[src/rtl/grs_pkg.sv]
// Shared types, constants and codes of the glyph rasterizer.
package grs_pkg;

   localparam int DISPLAY_WIDTH_DEFAULT  = 128;
   localparam int DISPLAY_HEIGHT_DEFAULT = 64;
   localparam int CSR_ADDR_WIDTH         = 4;
   localparam int CSR_DATA_WIDTH         = 32;

   typedef enum logic [1:0] {
      REG_SCALE          = 2'd0,
      REG_QUARTER_TURNS  = 2'd1,
      REG_INVERT_GLYPH   = 2'd2,
      REG_RESTORE_AT_END = 2'd3
   } reg_index_type;

   typedef enum logic [1:0] {
      TURN_0   = 2'd0,
      TURN_90  = 2'd1,
      TURN_180 = 2'd2,
      TURN_270 = 2'd3
   } turn_type;

   typedef enum logic [1:0] {
      ST_IDLE    = 2'd0,
      ST_EMIT    = 2'd1,
      ST_ADVANCE = 2'd2
   } state_type;

   typedef enum logic {
      CMD_SET_CURSOR = 1'b0,
      CMD_DRAW_GLYPH = 1'b1
   } req_cmd_type;

   typedef struct packed {
      logic        cmd;
      logic [5:0]  new_row;
      logic [6:0]  new_col;
      logic [63:0] glyph_bits;
      logic        end_of_text;
   } req_payload_type;

   typedef struct packed {
      logic [2:0] page_index;
      logic [6:0] column_index;
      logic [7:0] pixel_byte;
      logic       last_write;
   } rsp_payload_type;

   typedef struct packed {
      logic [1:0] scale;
      logic [1:0] quarter_turns;
      logic       invert_glyph;
      logic       restore_at_end;
   } cfg_type;

   typedef struct packed {
      logic take_set;
      logic take_glyph;
      logic emit;
      logic advance;
   } ctrl_cmd_type;

   typedef struct packed {
      logic is_glyph;
      logic clipped;
      logic last_item;
      logic out_free;
   } ctrl_status_type;

endpackage

[src/rtl/glyph_rasterizer_rotate_scale_top.sv]
// Top level of the 8x8 glyph rasterizer with scaling and rotation.
//
// Request channel (req_valid/req_ready/req_data): a set-cursor command or
// one 8x8 glyph to draw at the kept cursor. Response channel
// (rsp_valid/rsp_ready/rsp_data): one whole-byte framebuffer write per
// transfer, last_write marking the final write of a glyph.
// Registers (scale, quarter_turns, invert_glyph, restore_at_end) sit at
// byte offsets 0, 4, 8, 12 of the APB-style port; pready is always high.
// Sequence: a set-cursor command is taken in the idle state. A glyph is
// accepted, then emits one write per column byte (8 or 16 columns times 1
// to 3 pages, fewer when clipped at the right edge, at most 48), then
// advances the cursor. The first write reaches rsp_valid through the state
// register and then the output register after the request transfer. The
// emission sequencer produces one byte per cycle while the output is free.
// A stalled receiver holds the output register; emission pauses until it
// frees. The next request is taken while the final write still waits.
// Reset clears the cursor, the open-text flag and the output valid flag, and
// loads scale=1, quarter_turns=0, invert_glyph=0, restore_at_end=1.
module glyph_rasterizer_rotate_scale_top #(
   parameter int DISPLAY_WIDTH  = grs_pkg::DISPLAY_WIDTH_DEFAULT,
   parameter int DISPLAY_HEIGHT = grs_pkg::DISPLAY_HEIGHT_DEFAULT
) (
   input  logic                               clock,
   input  logic                               reset,
   input  logic                               req_valid,
   output logic                               req_ready,
   input  grs_pkg::req_payload_type           req_data,
   output logic                               rsp_valid,
   input  logic                               rsp_ready,
   output grs_pkg::rsp_payload_type           rsp_data,
   input  logic                               psel,
   input  logic                               penable,
   input  logic                               pwrite,
   input  logic [grs_pkg::CSR_ADDR_WIDTH-1:0] paddr,
   input  logic [grs_pkg::CSR_DATA_WIDTH-1:0] pwdata,
   output logic [grs_pkg::CSR_DATA_WIDTH-1:0] prdata,
   output logic                               pready
);

   grs_pkg::cfg_type         cfg;
   grs_pkg::ctrl_cmd_type    ctrl_cmd;
   grs_pkg::ctrl_status_type ctrl_status;

   grs_csr u_csr (
      .clock   (clock),
      .reset   (reset),
      .psel    (psel),
      .penable (penable),
      .pwrite  (pwrite),
      .paddr   (paddr),
      .pwdata  (pwdata),
      .prdata  (prdata),
      .pready  (pready),
      .cfg     (cfg)
   );

   grs_ctrl u_ctrl (
      .clock     (clock),
      .reset     (reset),
      .req_valid (req_valid),
      .req_ready (req_ready),
      .status    (ctrl_status),
      .cmd       (ctrl_cmd)
   );

   grs_datapath #(
      .DISPLAY_WIDTH  (DISPLAY_WIDTH),
      .DISPLAY_HEIGHT (DISPLAY_HEIGHT)
   ) u_datapath (
      .clock     (clock),
      .reset     (reset),
      .req_data  (req_data),
      .cfg       (cfg),
      .cmd       (ctrl_cmd),
      .status    (ctrl_status),
      .rsp_valid (rsp_valid),
      .rsp_ready (rsp_ready),
      .rsp_data  (rsp_data)
   );

endmodule

[src/rtl/grs_csr.sv]
// Configuration register file with APB-style access.
module grs_csr (
   input  logic                                 clock,
   input  logic                                 reset,
   input  logic                                 psel,
   input  logic                                 penable,
   input  logic                                 pwrite,
   input  logic [grs_pkg::CSR_ADDR_WIDTH-1:0]   paddr,
   input  logic [grs_pkg::CSR_DATA_WIDTH-1:0]   pwdata,
   output logic [grs_pkg::CSR_DATA_WIDTH-1:0]   prdata,
   output logic                                 pready,
   output grs_pkg::cfg_type                     cfg
);

   grs_pkg::cfg_type      cfg_ff;
   grs_pkg::cfg_type      cfg_in;
   grs_pkg::reg_index_type reg_index;
   logic                  wr_en;

   assign reg_index = grs_pkg::reg_index_type'(paddr[3:2]);
   assign wr_en     = psel && penable && pwrite;
   assign pready    = 1'b1;
   assign cfg       = cfg_ff;

   always_comb begin
      cfg_in = cfg_ff;
      if (wr_en) begin
         case (reg_index)
            grs_pkg::REG_SCALE:          cfg_in.scale          = pwdata[1:0];
            grs_pkg::REG_QUARTER_TURNS:  cfg_in.quarter_turns  = pwdata[1:0];
            grs_pkg::REG_INVERT_GLYPH:   cfg_in.invert_glyph   = pwdata[0];
            grs_pkg::REG_RESTORE_AT_END: cfg_in.restore_at_end = pwdata[0];
            default:                     cfg_in = cfg_ff;
         endcase
      end
   end

   always_comb begin
      prdata = '0;
      case (reg_index)
         grs_pkg::REG_SCALE:          prdata[1:0] = cfg_ff.scale;
         grs_pkg::REG_QUARTER_TURNS:  prdata[1:0] = cfg_ff.quarter_turns;
         grs_pkg::REG_INVERT_GLYPH:   prdata[0]   = cfg_ff.invert_glyph;
         grs_pkg::REG_RESTORE_AT_END: prdata[0]   = cfg_ff.restore_at_end;
         default:                     prdata      = '0;
      endcase
   end

   always_ff @(posedge clock) begin
      if (reset) begin
         cfg_ff.scale          <= 2'd1;
         cfg_ff.quarter_turns  <= 2'd0;
         cfg_ff.invert_glyph   <= 1'b0;
         cfg_ff.restore_at_end <= 1'b1;
      end else begin
         cfg_ff <= cfg_in;
      end
   end

endmodule

[src/rtl/grs_ctrl.sv]
// Sequencing state machine: accept, column-byte emission, cursor advance.
module grs_ctrl (
   input  logic                     clock,
   input  logic                     reset,
   input  logic                     req_valid,
   output logic                     req_ready,
   input  grs_pkg::ctrl_status_type status,
   output grs_pkg::ctrl_cmd_type    cmd
);

   grs_pkg::state_type state_ff;
   grs_pkg::state_type state_in;

   always_comb begin
      state_in = state_ff;
      case (state_ff)
         grs_pkg::ST_IDLE: begin
            if (req_valid && status.is_glyph) begin
               state_in = status.clipped ? grs_pkg::ST_ADVANCE : grs_pkg::ST_EMIT;
            end
         end
         grs_pkg::ST_EMIT: begin
            if (status.out_free && status.last_item) begin
               state_in = grs_pkg::ST_ADVANCE;
            end
         end
         grs_pkg::ST_ADVANCE: state_in = grs_pkg::ST_IDLE;
         default:             state_in = grs_pkg::ST_IDLE;
      endcase
   end

   always_comb begin
      req_ready = 1'b0;
      cmd       = '0;
      case (state_ff)
         grs_pkg::ST_IDLE: begin
            req_ready      = 1'b1;
            cmd.take_set   = req_valid && !status.is_glyph;
            cmd.take_glyph = req_valid && status.is_glyph;
         end
         grs_pkg::ST_EMIT:    cmd.emit    = status.out_free;
         grs_pkg::ST_ADVANCE: cmd.advance = 1'b1;
         default:             cmd         = '0;
      endcase
   end

   always_ff @(posedge clock) begin
      if (reset) begin
         state_ff <= grs_pkg::ST_IDLE;
      end else begin
         state_ff <= state_in;
      end
   end

endmodule

[src/rtl/grs_datapath.sv]
// Cursor state, glyph sampling, column-byte builder and output register.
module grs_datapath #(
   parameter int DISPLAY_WIDTH  = grs_pkg::DISPLAY_WIDTH_DEFAULT,
   parameter int DISPLAY_HEIGHT = grs_pkg::DISPLAY_HEIGHT_DEFAULT
) (
   input  logic                     clock,
   input  logic                     reset,
   input  grs_pkg::req_payload_type req_data,
   input  grs_pkg::cfg_type         cfg,
   input  grs_pkg::ctrl_cmd_type    cmd,
   output grs_pkg::ctrl_status_type status,
   output logic                     rsp_valid,
   input  logic                     rsp_ready,
   output grs_pkg::rsp_payload_type rsp_data
);

   localparam logic [7:0] WIDTH_LIMIT  = 8'(DISPLAY_WIDTH);
   localparam logic [7:0] HEIGHT_LIMIT = 8'(DISPLAY_HEIGHT);

   logic [5:0]  cur_row_ff, cur_row_in;
   logic [6:0]  cur_col_ff, cur_col_in;
   logic [5:0]  start_row_ff, start_row_in;
   logic [6:0]  start_col_ff, start_col_in;
   logic        text_open_ff, text_open_in;
   logic [63:0] glyph_ff, glyph_in;
   logic        eot_ff, eot_in;
   logic [1:0]  page_ofs_ff, page_ofs_in;
   logic [3:0]  col_ofs_ff, col_ofs_in;
   logic        rsp_valid_ff, rsp_valid_in;
   grs_pkg::rsp_payload_type rsp_data_ff, rsp_data_in;

   logic       wide;
   logic [3:0] s_m1;
   logic [7:0] size8;
   logic [6:0] end_row;
   logic [2:0] page;
   logic [7:0] col_abs;
   logic       col_last;
   logic       last_page;
   logic       last_item;
   logic [7:0] pixel_byte;
   logic [5:0] adv_row;
   logic [6:0] adv_col;

   assign wide      = cfg.scale[1];
   assign s_m1      = wide ? 4'd15 : 4'd7;
   assign size8     = wide ? 8'd16 : 8'd8;
   assign end_row   = {1'b0, cur_row_ff} + {3'b000, s_m1};
   assign page      = cur_row_ff[5:3] + {1'b0, page_ofs_ff};
   assign last_page = ({1'b0, cur_row_ff[5:3]} + {2'b00, page_ofs_ff}) == end_row[6:3];
   assign col_abs   = {1'b0, cur_col_ff} + {4'b0000, col_ofs_ff};
   assign col_last  = (col_ofs_ff == s_m1) || ((col_abs + 8'd1) >= WIDTH_LIMIT);
   assign last_item = col_last && last_page;

   assign status.is_glyph  = req_data.cmd == grs_pkg::CMD_DRAW_GLYPH;
   assign status.clipped   = {1'b0, cur_col_ff} >= WIDTH_LIMIT;
   assign status.last_item = last_item;
   assign status.out_free  = !rsp_valid_ff || rsp_ready;

   assign rsp_valid = rsp_valid_ff;
   assign rsp_data  = rsp_data_ff;

   // one column byte: eight glyph samples in parallel
   always_comb begin
      logic [5:0] row;
      logic [5:0] dy;
      logic [3:0] x;
      logic [3:0] y;
      logic [3:0] rx;
      logic [3:0] ry;
      logic [2:0] rx3;
      logic [2:0] ry3;
      pixel_byte = '0;
      for (int b = 0; b < 8; b++) begin
         row = {page, 3'(b)};
         dy  = row - cur_row_ff;
         x   = col_ofs_ff;
         y   = dy[3:0];
         case (grs_pkg::turn_type'(cfg.quarter_turns))
            grs_pkg::TURN_0:   begin rx = x;        ry = y;        end
            grs_pkg::TURN_90:  begin rx = y;        ry = s_m1 - x; end
            grs_pkg::TURN_180: begin rx = s_m1 - x; ry = s_m1 - y; end
            grs_pkg::TURN_270: begin rx = s_m1 - y; ry = x;        end
            default:           begin rx = x;        ry = y;        end
         endcase
         rx3 = wide ? rx[3:1] : rx[2:0];
         ry3 = wide ? ry[3:1] : ry[2:0];
         if ((row >= cur_row_ff) && (dy <= {2'b00, s_m1})) begin
            pixel_byte[b] = glyph_ff[{ry3, rx3}];
         end
      end
   end

   // cursor advance by rotation
   always_comb begin
      logic [7:0] r;
      logic [7:0] c;
      r = {2'b00, cur_row_ff};
      c = {1'b0, cur_col_ff};
      case (grs_pkg::turn_type'(cfg.quarter_turns))
         grs_pkg::TURN_0: begin
            if (c + size8 < WIDTH_LIMIT) begin
               c = c + size8;
            end else begin
               c = 8'd0;
               r = (r < HEIGHT_LIMIT - size8) ? r + size8 : 8'd0;
            end
         end
         grs_pkg::TURN_90: begin
            if (r + size8 < HEIGHT_LIMIT) begin
               r = r + size8;
            end else begin
               r = 8'd0;
               c = (c >= size8) ? c - size8 : WIDTH_LIMIT - size8;
            end
         end
         grs_pkg::TURN_180: begin
            if (c >= size8) begin
               c = c - size8;
            end else begin
               c = WIDTH_LIMIT - size8;
               r = (r >= size8) ? r - size8 : HEIGHT_LIMIT - size8;
            end
         end
         grs_pkg::TURN_270: begin
            if (r >= size8) begin
               r = r - size8;
            end else begin
               r = HEIGHT_LIMIT - size8;
               c = (c < WIDTH_LIMIT - size8) ? c + size8 : 8'd0;
            end
         end
         default: begin
            r = {2'b00, cur_row_ff};
            c = {1'b0, cur_col_ff};
         end
      endcase
      adv_row = r[5:0];
      adv_col = c[6:0];
   end

   always_comb begin
      cur_row_in   = cur_row_ff;
      cur_col_in   = cur_col_ff;
      start_row_in = start_row_ff;
      start_col_in = start_col_ff;
      text_open_in = text_open_ff;
      glyph_in     = glyph_ff;
      eot_in       = eot_ff;
      page_ofs_in  = page_ofs_ff;
      col_ofs_in   = col_ofs_ff;
      rsp_valid_in = rsp_valid_ff;
      rsp_data_in  = rsp_data_ff;

      if (cmd.take_set) begin
         cur_row_in   = req_data.new_row;
         cur_col_in   = req_data.new_col;
         text_open_in = 1'b0;
      end

      if (cmd.take_glyph) begin
         glyph_in    = cfg.invert_glyph ? ~req_data.glyph_bits : req_data.glyph_bits;
         eot_in      = req_data.end_of_text;
         page_ofs_in = '0;
         col_ofs_in  = '0;
         if (!text_open_ff) begin
            start_row_in = cur_row_ff;
            start_col_in = cur_col_ff;
            text_open_in = 1'b1;
         end
      end

      if (cmd.emit) begin
         rsp_valid_in             = 1'b1;
         rsp_data_in.page_index   = page;
         rsp_data_in.column_index = col_abs[6:0];
         rsp_data_in.pixel_byte   = pixel_byte;
         rsp_data_in.last_write   = last_item;
         if (col_last) begin
            col_ofs_in  = '0;
            page_ofs_in = page_ofs_ff + 2'd1;
         end else begin
            col_ofs_in = col_ofs_ff + 4'd1;
         end
      end else if (rsp_ready) begin
         rsp_valid_in = 1'b0;
      end

      if (cmd.advance) begin
         cur_row_in = adv_row;
         cur_col_in = adv_col;
         if (eot_ff) begin
            text_open_in = 1'b0;
            if (cfg.restore_at_end) begin
               cur_row_in = start_row_ff;
               cur_col_in = start_col_ff;
            end
         end
      end
   end

   always_ff @(posedge clock) begin
      if (reset) begin
         cur_row_ff   <= '0;
         cur_col_ff   <= '0;
         start_row_ff <= '0;
         start_col_ff <= '0;
         text_open_ff <= 1'b0;
         page_ofs_ff  <= '0;
         col_ofs_ff   <= '0;
         rsp_valid_ff <= 1'b0;
      end else begin
         cur_row_ff   <= cur_row_in;
         cur_col_ff   <= cur_col_in;
         start_row_ff <= start_row_in;
         start_col_ff <= start_col_in;
         text_open_ff <= text_open_in;
         page_ofs_ff  <= page_ofs_in;
         col_ofs_ff   <= col_ofs_in;
         rsp_valid_ff <= rsp_valid_in;
      end
   end

   always_ff @(posedge clock) begin
      glyph_ff    <= glyph_in;
      eot_ff      <= eot_in;
      rsp_data_ff <= rsp_data_in;
   end

endmodule

[config.mk]
export PLATFORM = sky130hd
export DESIGN_NAME = glyph_rasterizer_rotate_scale_top
export DESIGN_NICKNAME = d
export VERILOG_FILES = /design/src/rtl/grs_pkg.sv /design/src/rtl/glyph_rasterizer_rotate_scale_top.sv /design/src/rtl/grs_csr.sv /design/src/rtl/grs_ctrl.sv /design/src/rtl/grs_datapath.sv
export SDC_FILE = /design/constraint.sdc
export NUM_CORES = 1
export LEC_CHECK = 0
export BUFFER_PORTS_ARGS = -buffer_cell sky130_fd_sc_hd__buf_2
export CORE_MARGIN = 1
export CORE_UTILIZATION = 25
export CTS_CLUSTER_SIZE = 10
export DETAILED_ROUTE_END_ITERATION = 16
export HOLD_SLACK_MARGIN = 0.12
export PLACE_DENSITY = 0.42
export SLEW_MARGIN = 0
export SYNTH_ARGS = -nofsm -noshare
export SYNTH_HDL_FRONTEND = slang
export SYNTH_SLANG_ARGS = --single-unit
[constraint.sdc]
create_clock -name clock -period 6.7 [get_ports clock]
set_input_delay 0.67 -clock clock [delete_from_list [all_inputs] [get_ports clock]]
set_output_delay 0.67 -clock clock [all_outputs]
set_load 0.1 [all_outputs]
After elaboration in Yosys (flattened, before gate mapping)
Index checks and enable logic that the tools add are counted.
Operators by class
  $add $sub $neg: 30
  multiply operators: 0
  divide/modulo/power cells: 0
  $lt $le $gt $ge: 31
  eq/ne operators: 12
  shifts and indexed selects: 0
  mux-type cells: 93
  bitwise gates (word level): 2
  reduce and logical (&&, ||, !) cells: 30
Operators by type and width (count)
  case mux 4 bit (4 select lines): 16
  2-to-1 mux 64 bit: 1
  inverter 64 bit: 1
  2-to-1 mux 7 bit: 9
  less-than comparator 6 x 7 -> 1 bit (second input constant): 8
  2-to-1 mux 6 bit: 9
  subtractor 6 bit: 9
  binary-select mux 1 bit (select 6 bit): 8
  >= comparator 6 bit: 8
  less-or-equal comparator 6 x 4 -> 1 bit: 8
  2-to-1 mux 3 bit: 16
  subtractor 4 bit: 9
  case mux 7 bit (4 select lines): 1
  case mux 6 bit (4 select lines): 1
  2-to-1 mux 1 bit: 18
  2-to-1 mux 4 bit: 4
  logical AND 1 bit: 14
  2-to-1 mux 2 bit: 6
  AND reduction 2 bit: 6
  equality test 2 bit (second input constant): 5
  adder 7 x 4 -> 8 bit: 1
  adder 7 x 5 -> 8 bit: 1
  adder 8 x 1 -> 8 bit (second input constant): 1
  equality test 4 bit: 2
  27 further kinds: 36
Storage, ports and cells
  flip-flop bits (word level): 126
  bits in latches: 0
  bits in writable memories: 0
  bits in read-only memories: 0
  input port bits: 122
  output and inout bits: 54
  word-level logic and storage cells: 224
  memories: 0

Logic depth before layout (Yosys ltp)
Gate-level depths: netlist (run 1).
  word-level depth: 9
  gate-level depth with buffers: 17
  gate-level depth less buffers: 14

By module
Synthesis (run 1) repeated with hierarchy kept, for this count alone.
Second synthesis, totals
  cells, all modules: 1511
  area total of the unflattened synthesis: 13858.3 µm²
By module, submodules not included
  grs_datapath: instances 1, cells an instance 1434, area each 13170.1 µm², sequential area each 3203.1 µm²
  grs_csr: instances 1, cells an instance 63, area each 556.8 µm², sequential area each 120.1 µm²
  grs_ctrl: instances 1, cells an instance 14, area each 131.4 µm², sequential area each 40.0 µm²

Worst setup path before layout (run 1)
Ideal clock, no wire load.
  kind: register to register
  start: reg u_ctrl.state_ff[0]
  end: reg u_datapath.start_col_ff[0]
  setup time: 132 ps
  arrival time: 4123 ps
  required time: 6568 ps
  slack: 2445 ps
  stages on the path, launching flop included: 8
  buffers on the path: 1
  period minus slack after synthesis: 4255 ps
  cells stage by stage: dfxtp_1 nor2_1 nand3_1 inv_1 nand2b_1 clkbuf_1 nand2_1 a21oi_1
RTL lines
  start, declared: line grs_ctrl.sv:11  | grs_pkg::state_type state_ff;
  start signal, assigned: line grs_ctrl.sv:49  | state_ff <= grs_pkg::ST_IDLE;
  start signal, assigned: line grs_ctrl.sv:51  | state_ff <= state_in;
  end signal, assigned: line grs_datapath.sv:216  | start_col_ff <= start_col_in;
  end, declared: line grs_datapath.sv:23  | logic [6:0] start_col_ff, start_col_in;

Worst setup path after layout (run 1)
  start: reg u_datapath.cur_row_ff[3]
  end: reg u_datapath.rsp_data_ff (netlist bit u_datapath.rsp_data[5]) (data pin)
On the way
  word-level cells in the longest chain between the ends: 7
  elaborated cells on any way between the ends: 12
  classes of those cells: add/sub (3); order compare (2); mux (6); reduce/logical (1)
Ends and longest elaborated chain
  start, declared: line grs_datapath.sv:20  | logic [5:0] cur_row_ff, cur_row_in;
  start signal, assigned: line grs_datapath.sv:213  | cur_row_ff <= cur_row_in;
  adder 3 x 2 -> 3 bit: line grs_datapath.sv:49  | assign page = cur_row_ff[5:3] + {1'b0, page_ofs_ff};
  subtractor 6 bit: line grs_datapath.sv:76  | dy = row - cur_row_ff;
  subtractor 4 bit: line grs_datapath.sv:82, grs_datapath.sv:83
  case mux 4 bit (4 select lines): line grs_datapath.sv:79  | case (grs_pkg::turn_type'(cfg.quarter_turns))
  2-to-1 mux 3 bit (on tied branches): line grs_datapath.sv:86, grs_datapath.sv:87
  binary-select mux 1 bit (select 6 bit): line grs_datapath.sv:89  | pixel_byte[b] = glyph_ff[{ry3, rx3}];
  2-to-1 mux 1 bit (not written as such): line grs_datapath.sv:89
  end signal, assigned: line grs_datapath.sv:227  | rsp_data_ff <= rsp_data_in;
  end, declared: line grs_datapath.sv:30  | grs_pkg::rsp_payload_type rsp_data_ff, rsp_data_in;
Several ways; a longest one is shown, not always the timed one. The select of a mux whose other input is x is not followed.
A chain may end at the register's enable or synchronous reset.

==> results of run 1 <==
==> cells by family (layout without fill, tap and decap cells) <==
family          Yosys count  in the layout
simple gates            378            378
compound gates          336            336
mux                     241            241
buf+inv                 167            217
xor+xnor                143            143
flops                   126            126
fa+ha+maj                43             43
other cells               2             31
==> layer usage <==
metal | vias to the layer above | track usage, % | share of wire, %
met5 | - | 0 | 0.027
met4 | 2 | 5.53 | 2.3
met3 | 60 | 2.60 | 5.2
met2 | 442 | 27.9 | 47
met1 | 5821 | 23.4 | 46
li1 | 5462 | - | -
==> area by class of cell <==
cell class | count | area (um^2)
multi-input cells | 1172 | 9480
clock inverters | 14 | 109
inverters | 34 | 128
clock buffers | 18 | 429
well taps | 696 | 871
flip-flops and latches | 126 | 3370
fillers | 5709 | 38700
repair buffers | 151 | 853
==> state kept, by name, indices dropped and copies added, names as in the netlist, 2 cells and up <==
register,cells
u_datapath.page_ofs_ff,2
u_ctrl.state_ff,2
u_datapath.start_col_ff,7
u_datapath.rsp_data,19
u_datapath.col_ofs_ff,4
u_datapath.cur_row_ff,6
u_csr.cfg,6
u_datapath.start_row_ff,6
u_datapath.glyph_ff,64
u_datapath.cur_col_ff,7
==> where the power goes <==
part	switching, mW	internal [mW]	leakage, nW
Combinational	0.538	0.303	4.67
Sequential	0.0739	0.875	1.13
Clock	0.392	0.476	0.262
Total	1.00	1.65	6.06
==> final timing paths <==
kind | cells after the start | start | end | slack [ns]
worst max-delay path | 13 | u_datapath.cur_row_ff[3] | u_datapath.rsp_data[5] | 1.65
worst min-delay path | 1 | req_data[0] | u_datapath.eot_ff | 0.40
worst max register to register | 13 | u_datapath.cur_row_ff[3] | u_datapath.rsp_data[5] | 1.65
worst min register to register | 2 | u_datapath.start_row_ff[4] | u_datapath.start_row_ff[4] | 0.46
==> cell usage in the layout, fill, tap and decap left out, types with 9 or more instances in the layout <==
master	Yosys	layout
sky130_fd_sc_hd__nand2_1	159	159
sky130_fd_sc_hd__xnor2_1	64	60
sky130_fd_sc_hd__mux4_2	67	67
sky130_fd_sc_hd__nand2b_1	17	17
sky130_fd_sc_hd__nor2_1	67	67
sky130_fd_sc_hd__a211oi_1	32	32
sky130_fd_sc_hd__mux2_2	13	13
sky130_fd_sc_hd__a21oi_1	86	86
sky130_fd_sc_hd__dfxtp_1	42	38
sky130_fd_sc_hd__clkbuf_16	0	17
sky130_fd_sc_hd__mux2i_1	155	155
sky130_fd_sc_hd__xnor2_2	5	9
sky130_fd_sc_hd__buf_4	55	39
sky130_fd_sc_hd__a21o_1	9	9
sky130_fd_sc_hd__nor2b_1	23	23
sky130_fd_sc_hd__a31oi_1	20	20
sky130_fd_sc_hd__edfxtp_1	84	84
sky130_fd_sc_hd__xor2_1	70	70
sky130_fd_sc_hd__nor3_1	13	13
sky130_fd_sc_hd__buf_2	25	112
sky130_fd_sc_hd__o211ai_1	17	17
sky130_fd_sc_hd__conb_1	2	31
sky130_fd_sc_hd__nand3_1	43	43
sky130_fd_sc_hd__a221oi_1	13	13
sky130_fd_sc_hd__o21ai_0	62	62
sky130_fd_sc_hd__ha_1	36	36
sky130_fd_sc_hd__inv_1	31	30
sky130_fd_sc_hd__and3_1	11	11
==> through the flow <==
step	setup slack, ns	cell area (um^2)	utilization [%]
6_report	1.65	15200	28.3
5_1_grt	1.34	15200	28.3
4_1_cts	1.68	15200	28.3
3_5_place_dp	1.71	14700	27.3
3_3_place_gp	1.74	14700	27.3
2_1_floorplan	2.44	13800	-
==> load_flow_metrics.sql, run 1 <==
INSERT INTO impl_metrics (metric_group, metric, value, unit) VALUES
('run_status', 'status', 'finished, final reports clean', ''),
('min_path', 'timing.hold.worst.class', 'in2reg', ''),
('route', 'wl_per_cell', '22.0', 'um'),
('grt', 'grt_resource_usage_total', '17.2', '%'),
('timing', 'max_slew_margin', '20.1', '%'),
('power_and_ir_drop', 'power', '2.66', 'mW'),
('route', 'drt_pre_antenna_iters', '5', ''),
('synth', 'synth-compound-area-share', '16.5', '%'),
('synth', 'syn_avg_cell_area', '9.53', 'um^2'),
('timing', 'whs', '0.399', 'ns'),
('setup_path', 'timing.critical_path.slowest_cell_delay', '0.76', 'ns'),
('clock_tree', 'clock_path_buffers', '2', ''),
('clock_tree', 'cts_made_buffers', '17', ''),
('synth', 'synth_top_cell_by_area', 'sky130_fd_sc_hd__edfxtp_1', ''),
('power_and_ir_drop', 'ir_drop', '0.000192', 'V'),
('clock_tree', 'tritoncts', 'done', ''),
('synth', 'netlist.area_leader.share', '18.4', '%'),
('final_layout', 'layout-drive-gt1-share', '19.5', '%'),
('clock_tree', 'clkSlewWorstSetupHoldPaths', '0.07', 'ns'),
('grt', 'grt_overflow_total', '0', ''),
('timing', 'timing_max_transition_violations_final', '0', ''),
('final_layout', 'insertedDiodeCount', '0', ''),
('synth', 'post_synth_mux_area_share', '24.6', '%'),
('timing', 'fmax', '0.198', 'GHz'),
('synth', 'synth.cells.most_frequent', 'sky130_fd_sc_hd__nand2_1, sky130_fd_sc_hd__mux2i_1, sky130_fd_sc_hd__a21oi_1, sky130_fd_sc_hd__edfxtp_1, sky130_fd_sc_hd__xor2_1', ''),
('timing', 'min_period', '5.05', 'ns'),
('setup_path', 'start_kind', 'flip-flop', ''),
('route', 'routed_wirelength', '48700', 'um'),
('route', 'route.detailed.drc', '0', ''),
('setup_path', 'crit_slowest_cell', 'sky130_fd_sc_hd__dfxtp_1', ''),
('timing', 'final-setup-viol-count', '0', ''),
('setup_path', 'worstSetupPathType', 'reg2reg', ''),
('clock_tree', 'count_of_hold_fix_buffers_inserted_at_cts', '0', ''),
('grt', 'grt_first_pass_wirelength', '72900', 'um'),
('final_layout', 'layout.cells.non_filler', '2211', ''),
('clock_tree', 'cts_max_level', '4', ''),
('setup_path', 'crit_buf_inv', '1', ''),
('grt', 'grt_max_degree', '69', ''),
('grt', 'grt_antenna_before_repair', '1', ''),
('clock_tree', 'post_cts_resize_count', '0', ''),
('die', 'rows', '85', ''),
('power_and_ir_drop', 'power-per-cell-area', '175', 'nW/um^2'),
('synth', 'main_combinational_cell_family_by_area_after_synthesis', 'multiplexers', ''),
('die', 'design.portCount', '176', ''),
('synth', 'post_synth_fa_ha_maj_area_fraction', '4.32', '%'),
('timing', 'timing.final.hold_violations', '0', ''),
('clock_tree', 'ctsRootBufferMaster', 'sky130_fd_sc_hd__clkbuf_16', ''),
('synth', 'yosysSeqAreaShare', '24.6', '%'),
('die', 'initial_utilization', '25.4', '%'),
('setup_path', 'crit_end_element', 'flip-flop', ''),
('synth', 'ys_top_cells_by_area', 'sky130_fd_sc_hd__edfxtp_1, sky130_fd_sc_hd__mux2i_1, sky130_fd_sc_hd__mux4_2', ''),
('die', 'design.die.area', '55700', 'um^2'),
('clock_tree', 'clk-insertion-delay-late', '0.46', 'ns'),
('timing', 'setup_tns', '0', 'ns'),
('synth', 'synth_simple_gate_area_share', '12.9', '%'),
('setup_path', 'worst-endpoint-required', '7.00', 'ns'),
('synth', 'synth.yosys.warnings', '0', ''),
('setup_path', 'critPathMostFrequentCell', 'sky130_fd_sc_hd__ha_1', ''),
('setup_path', 'critPathTopFamily', 'compound AO/OA/AOI/OAI gates', ''),
('clock_tree', 'clock_tree_sinks', '126', ''),
('synth', 'yosysUniqueCellTypes', '80', ''),
('setup_path', 'critPathMaxFanout', '16', ''),
('placed_design', 'dp_hpwl', '35300', 'um'),
('power_and_ir_drop', 'total_leakage_power', '6.06', 'nW'),
('timing', 'tcrit_tclk_final', '75.4', '%'),
('timing', 'worst_margin_slew', '1.19', 'ns'),
('timing', 'setup_repair_after_global_routing_missed_its_margin', 'no', ''),
('timing', 'timing.clock.skew', '0.0176', 'ns'),
('final_layout', 'layout-area-overhead-vs-synth', '11.4', '%'),
('route', 'routed-via-count', '11800', ''),
('final_layout', 'nNetsFinal', '1667', '');
No activity file was read; power rests on OpenSTA's default activity.
==> run 2, diff against run 1 <==
clock period = 4.9 ns   (was 6.7 ns; I/O delays follow)
==> load_flow_metrics.sql, run 2 (synthesis results as in run 1) <==
INSERT INTO impl_metrics (metric_group, metric, value, unit) VALUES
('run_status', 'status', 'finished, final reports clean', ''),
('final_layout', 'nNetsFinal', '1681', ''),
('die', 'die_w', '236', 'um'),
('grt', 'number_of_global_route_vias_before_repair', '11600', ''),
('die', 'design.die.area', '55700', 'um^2'),
('power_and_ir_drop', 'power-per-cell-area', '252', 'nW/um^2'),
('final_layout', 'layout.cells.non_filler', '2226', ''),
('final_layout', 'final_design_instance_area_without_fill', '15500', 'um^2'),
('setup_path', 'worst-endpoint-required', '5.12', 'ns'),
('final_layout', 'layout.core_utilization', '28.8', '%'),
('setup_path', 'start_kind', 'flip-flop', ''),
('setup_path', 'reg2reg_depth', '13', ''),
('final_layout', 'mostFrequentLayoutCells', 'sky130_fd_sc_hd__nand2_1, sky130_fd_sc_hd__mux2i_1, sky130_fd_sc_hd__buf_2, sky130_fd_sc_hd__a21oi_1, sky130_fd_sc_hd__edfxtp_1', ''),
('route', 'routed-via-count', '11800', ''),
('route', 'final_antenna_net_count', '0', ''),
('job', 'max_cap_viol_count', '0', ''),
('setup_path', 'timing.critical_path.cells', 'ha_1 > xnor2_4 > or3_1 > nand2_1 > ha_1 > o21ai_0 > o22ai_2 > buf_4 > mux2i_1 > mux2i_1 > a2111oi_0 > nor4b_1 > a22o_1', ''),
('timing', 'worst_margin_slew', '1.26', 'ns'),
('clock_tree', 'tritoncts', 'done', ''),
('placed_design', 'dp.cells', '2193', ''),
('die', 'die_y', '236', 'um'),
('clock_tree', 'ctsRootBufferMaster', 'sky130_fd_sc_hd__clkbuf_16', ''),
('grt', 'grt_resource_usage_total', '17.5', '%'),
('power_and_ir_drop', 'total_leakage_power', '6.20', 'nW'),
('setup_path', 'crit_start', 'u_datapath.page_ofs_ff[0]', ''),
('timing', 'min_period', '4.48', 'ns'),
('timing', 'final-setup-viol-count', '0', ''),
('die', 'rows', '85', ''),
('clock_tree', 'count_of_hold_fix_buffers_inserted_at_cts', '0', ''),
('clock_tree', 'clk-insertion-delay-late', '0.46', 'ns'),
('route', 'drt_iter0_drc', '844', ''),
('min_path', 'min-delay-start', 'req_data[0]', ''),
('setup_path', 'worstPathArrival', '4.70', 'ns'),
('route', 'drt_pre_antenna_iters', '5', ''),
('grt', 'grt_first_pass_wirelength', '73800', 'um'),
('timing', 'max_slew_margin', '15.5', '%'),
('timing', 'setup_repair_after_global_routing_missed_its_margin', 'no', ''),
('grt', 'grt_overflow_total', '0', ''),
('setup_path', 'r2r-start', 'u_datapath.page_ofs_ff[0]', ''),
('setup_path', 'timing.critical_path.slowest_cell_delay', '0.73', 'ns'),
('placed_design', 'place.port_buffers', '112', ''),
('clock_tree', 'post_cts.repair.setup_buffers', '0', ''),
('route', 'wl_per_cell', '21.9', 'um'),
('min_path', 'whs_path_depth', '1', ''),
('grt', 'grt_max_degree', '59', ''),
('final_layout', 'final_common_cell', 'sky130_fd_sc_hd__nand2_1', ''),
('clock_tree', 'cts_max_level', '4', ''),
('power_and_ir_drop', 'ir_drop', '0.000242', 'V'),
('route', 'route.detailed.drc', '0', ''),
('setup_path', 'crit_slowest_cell', 'sky130_fd_sc_hd__o22ai_2', ''),
('clock_tree', 'clock_tree_sinks', '126', ''),
('timing', 'timing_max_transition_violations_final', '0', ''),
('placed_design', 'routabilityCongestion', '0.860', ''),
('timing', 'timing.clock.skew', '0.0146', 'ns'),
('final_layout', 'largest_reg_flops', '64', ''),
('min_path', 'timing.hold.worst.class', 'in2reg', ''),
('timing', 'setup_tns', '0', 'ns'),
('die', 'core-area', '53900', 'um^2'),
('setup_path', 'timing.reg2reg.setup_slack', '0.42', 'ns'),
('setup_path', 'worstSetupPathType', 'reg2reg', ''),
('placed_design', 'placement.cell_area', '14900', 'um^2'),
('final_layout', 'max_flop_register', 'u_datapath.glyph_ff', ''),
('timing', 'fmax', '0.223', 'GHz'),
('timing', 'whs', '0.212', 'ns'),
('clock_tree', 'clkSlewWorstSetupHoldPaths', '0.07', 'ns'),
('clock_tree', 'clock_path_buffers', '2', ''),
('setup_path', 'critPathMaxFanout', '13', ''),
('placed_design', 'dp_hpwl', '35900', 'um'),
('grt', 'grt_antenna_before_repair', '3', ''),
('clock_tree', 'post_cts_resize_count', '0', ''),
('route', 'routed_wirelength', '48700', 'um'),
('die', 'design.portCount', '176', ''),
('final_layout', 'layout-area-overhead-vs-synth', '13.4', '%'),
('setup_path', 'crit_end_element', 'flip-flop', ''),
('clock_tree', 'cts_made_buffers', '17', ''),
('die', 'initial_utilization', '25.4', '%'),
('final_layout', 'layout-drive-gt1-share', '20.3', '%'),
('timing', 'tcrit_tclk_final', '91.4', '%'),
('route', 'routed_via_density', '5.31', ''),
('timing', 'timing.final.hold_violations', '0', '');
==> run 2: cell count changes in the layout (fill, tap and decap cells not counted), moves of 3 or more <==
cell / delta
sky130_fd_sc_hd__buf_4: +10
sky130_fd_sc_hd__bufinv_16: +5
sky130_fd_sc_hd__buf_12: +4
sky130_fd_sc_hd__clkinv_2: -3
==> run 2: where the power goes <==
| group | switching, mW | internal, mW | total (mW) |
|---|---|---|---|
| clock network | 0.538 | 0.909 | 1.45 |
| logic | 0.738 | 0.424 | 1.16 |
| registers | 0.101 | 1.20 | 1.30 |
| total | 1.38 | 2.53 | 3.91 |
==> run 2: layout make-up <==
| type | count | area [um^2] |
|---|---|---|
| Fill cell | 5668 | 38400 |
| Timing Repair Buffer | 165 | 1010 |
| Inverter | 34 | 128 |
| Clock buffer | 17 | 425 |
| Antenna cell | 1 | 2.50 |
| Tap cell | 696 | 871 |
| Clock inverter | 15 | 233 |
| Multi-Input combinational cell | 1172 | 9480 |
| Sequential cell | 126 | 3370 |
==> run 2: per-layer routing <==
layer / up-vias / GRT usage, % / routed length (um)
li1: 5507 / - / -
met1: 5849 / 23.4 / 22200
met2: 408 / 28.1 / 22600
met3: 65 / 3.37 / 2740
met4: 2 / 5.64 / 1120
met5: - / 0 / 13
==> run 2: critical path, delay by kind of cell (launching register included) <==
family	cells	cell delay (ns)
buffers and inverters	1	0.37
multiplexers	2	0.33
XOR/XNOR	1	0.24
AND/OR/NAND/NOR	3	0.64
flip-flops	1	0.48
AO/OA/AOI/OAI	4	1.55
adder cells (fa/ha/maj)	2	0.62
==> run 2: per-stage QoR <==
step / setup slack (ns) / power (mW)
after detailed placement: 0.486 / 2.47
final: 0.419 / 3.91
after CTS: 0.459 / 3.94
after floorplan: 0.645 / 2.16
after global placement: 0.557 / 2.47
after global routing: 0.110 / 4.08
==> run 2: worst paths after layout <==
| path | to |
|---|---|
| setup / recovery | u_datapath.rsp_data[3] |
| hold / removal | u_datapath.eot_ff |
| setup reg to reg | u_datapath.rsp_data[3] |
| hold reg to reg | u_datapath.start_col_ff[3] |
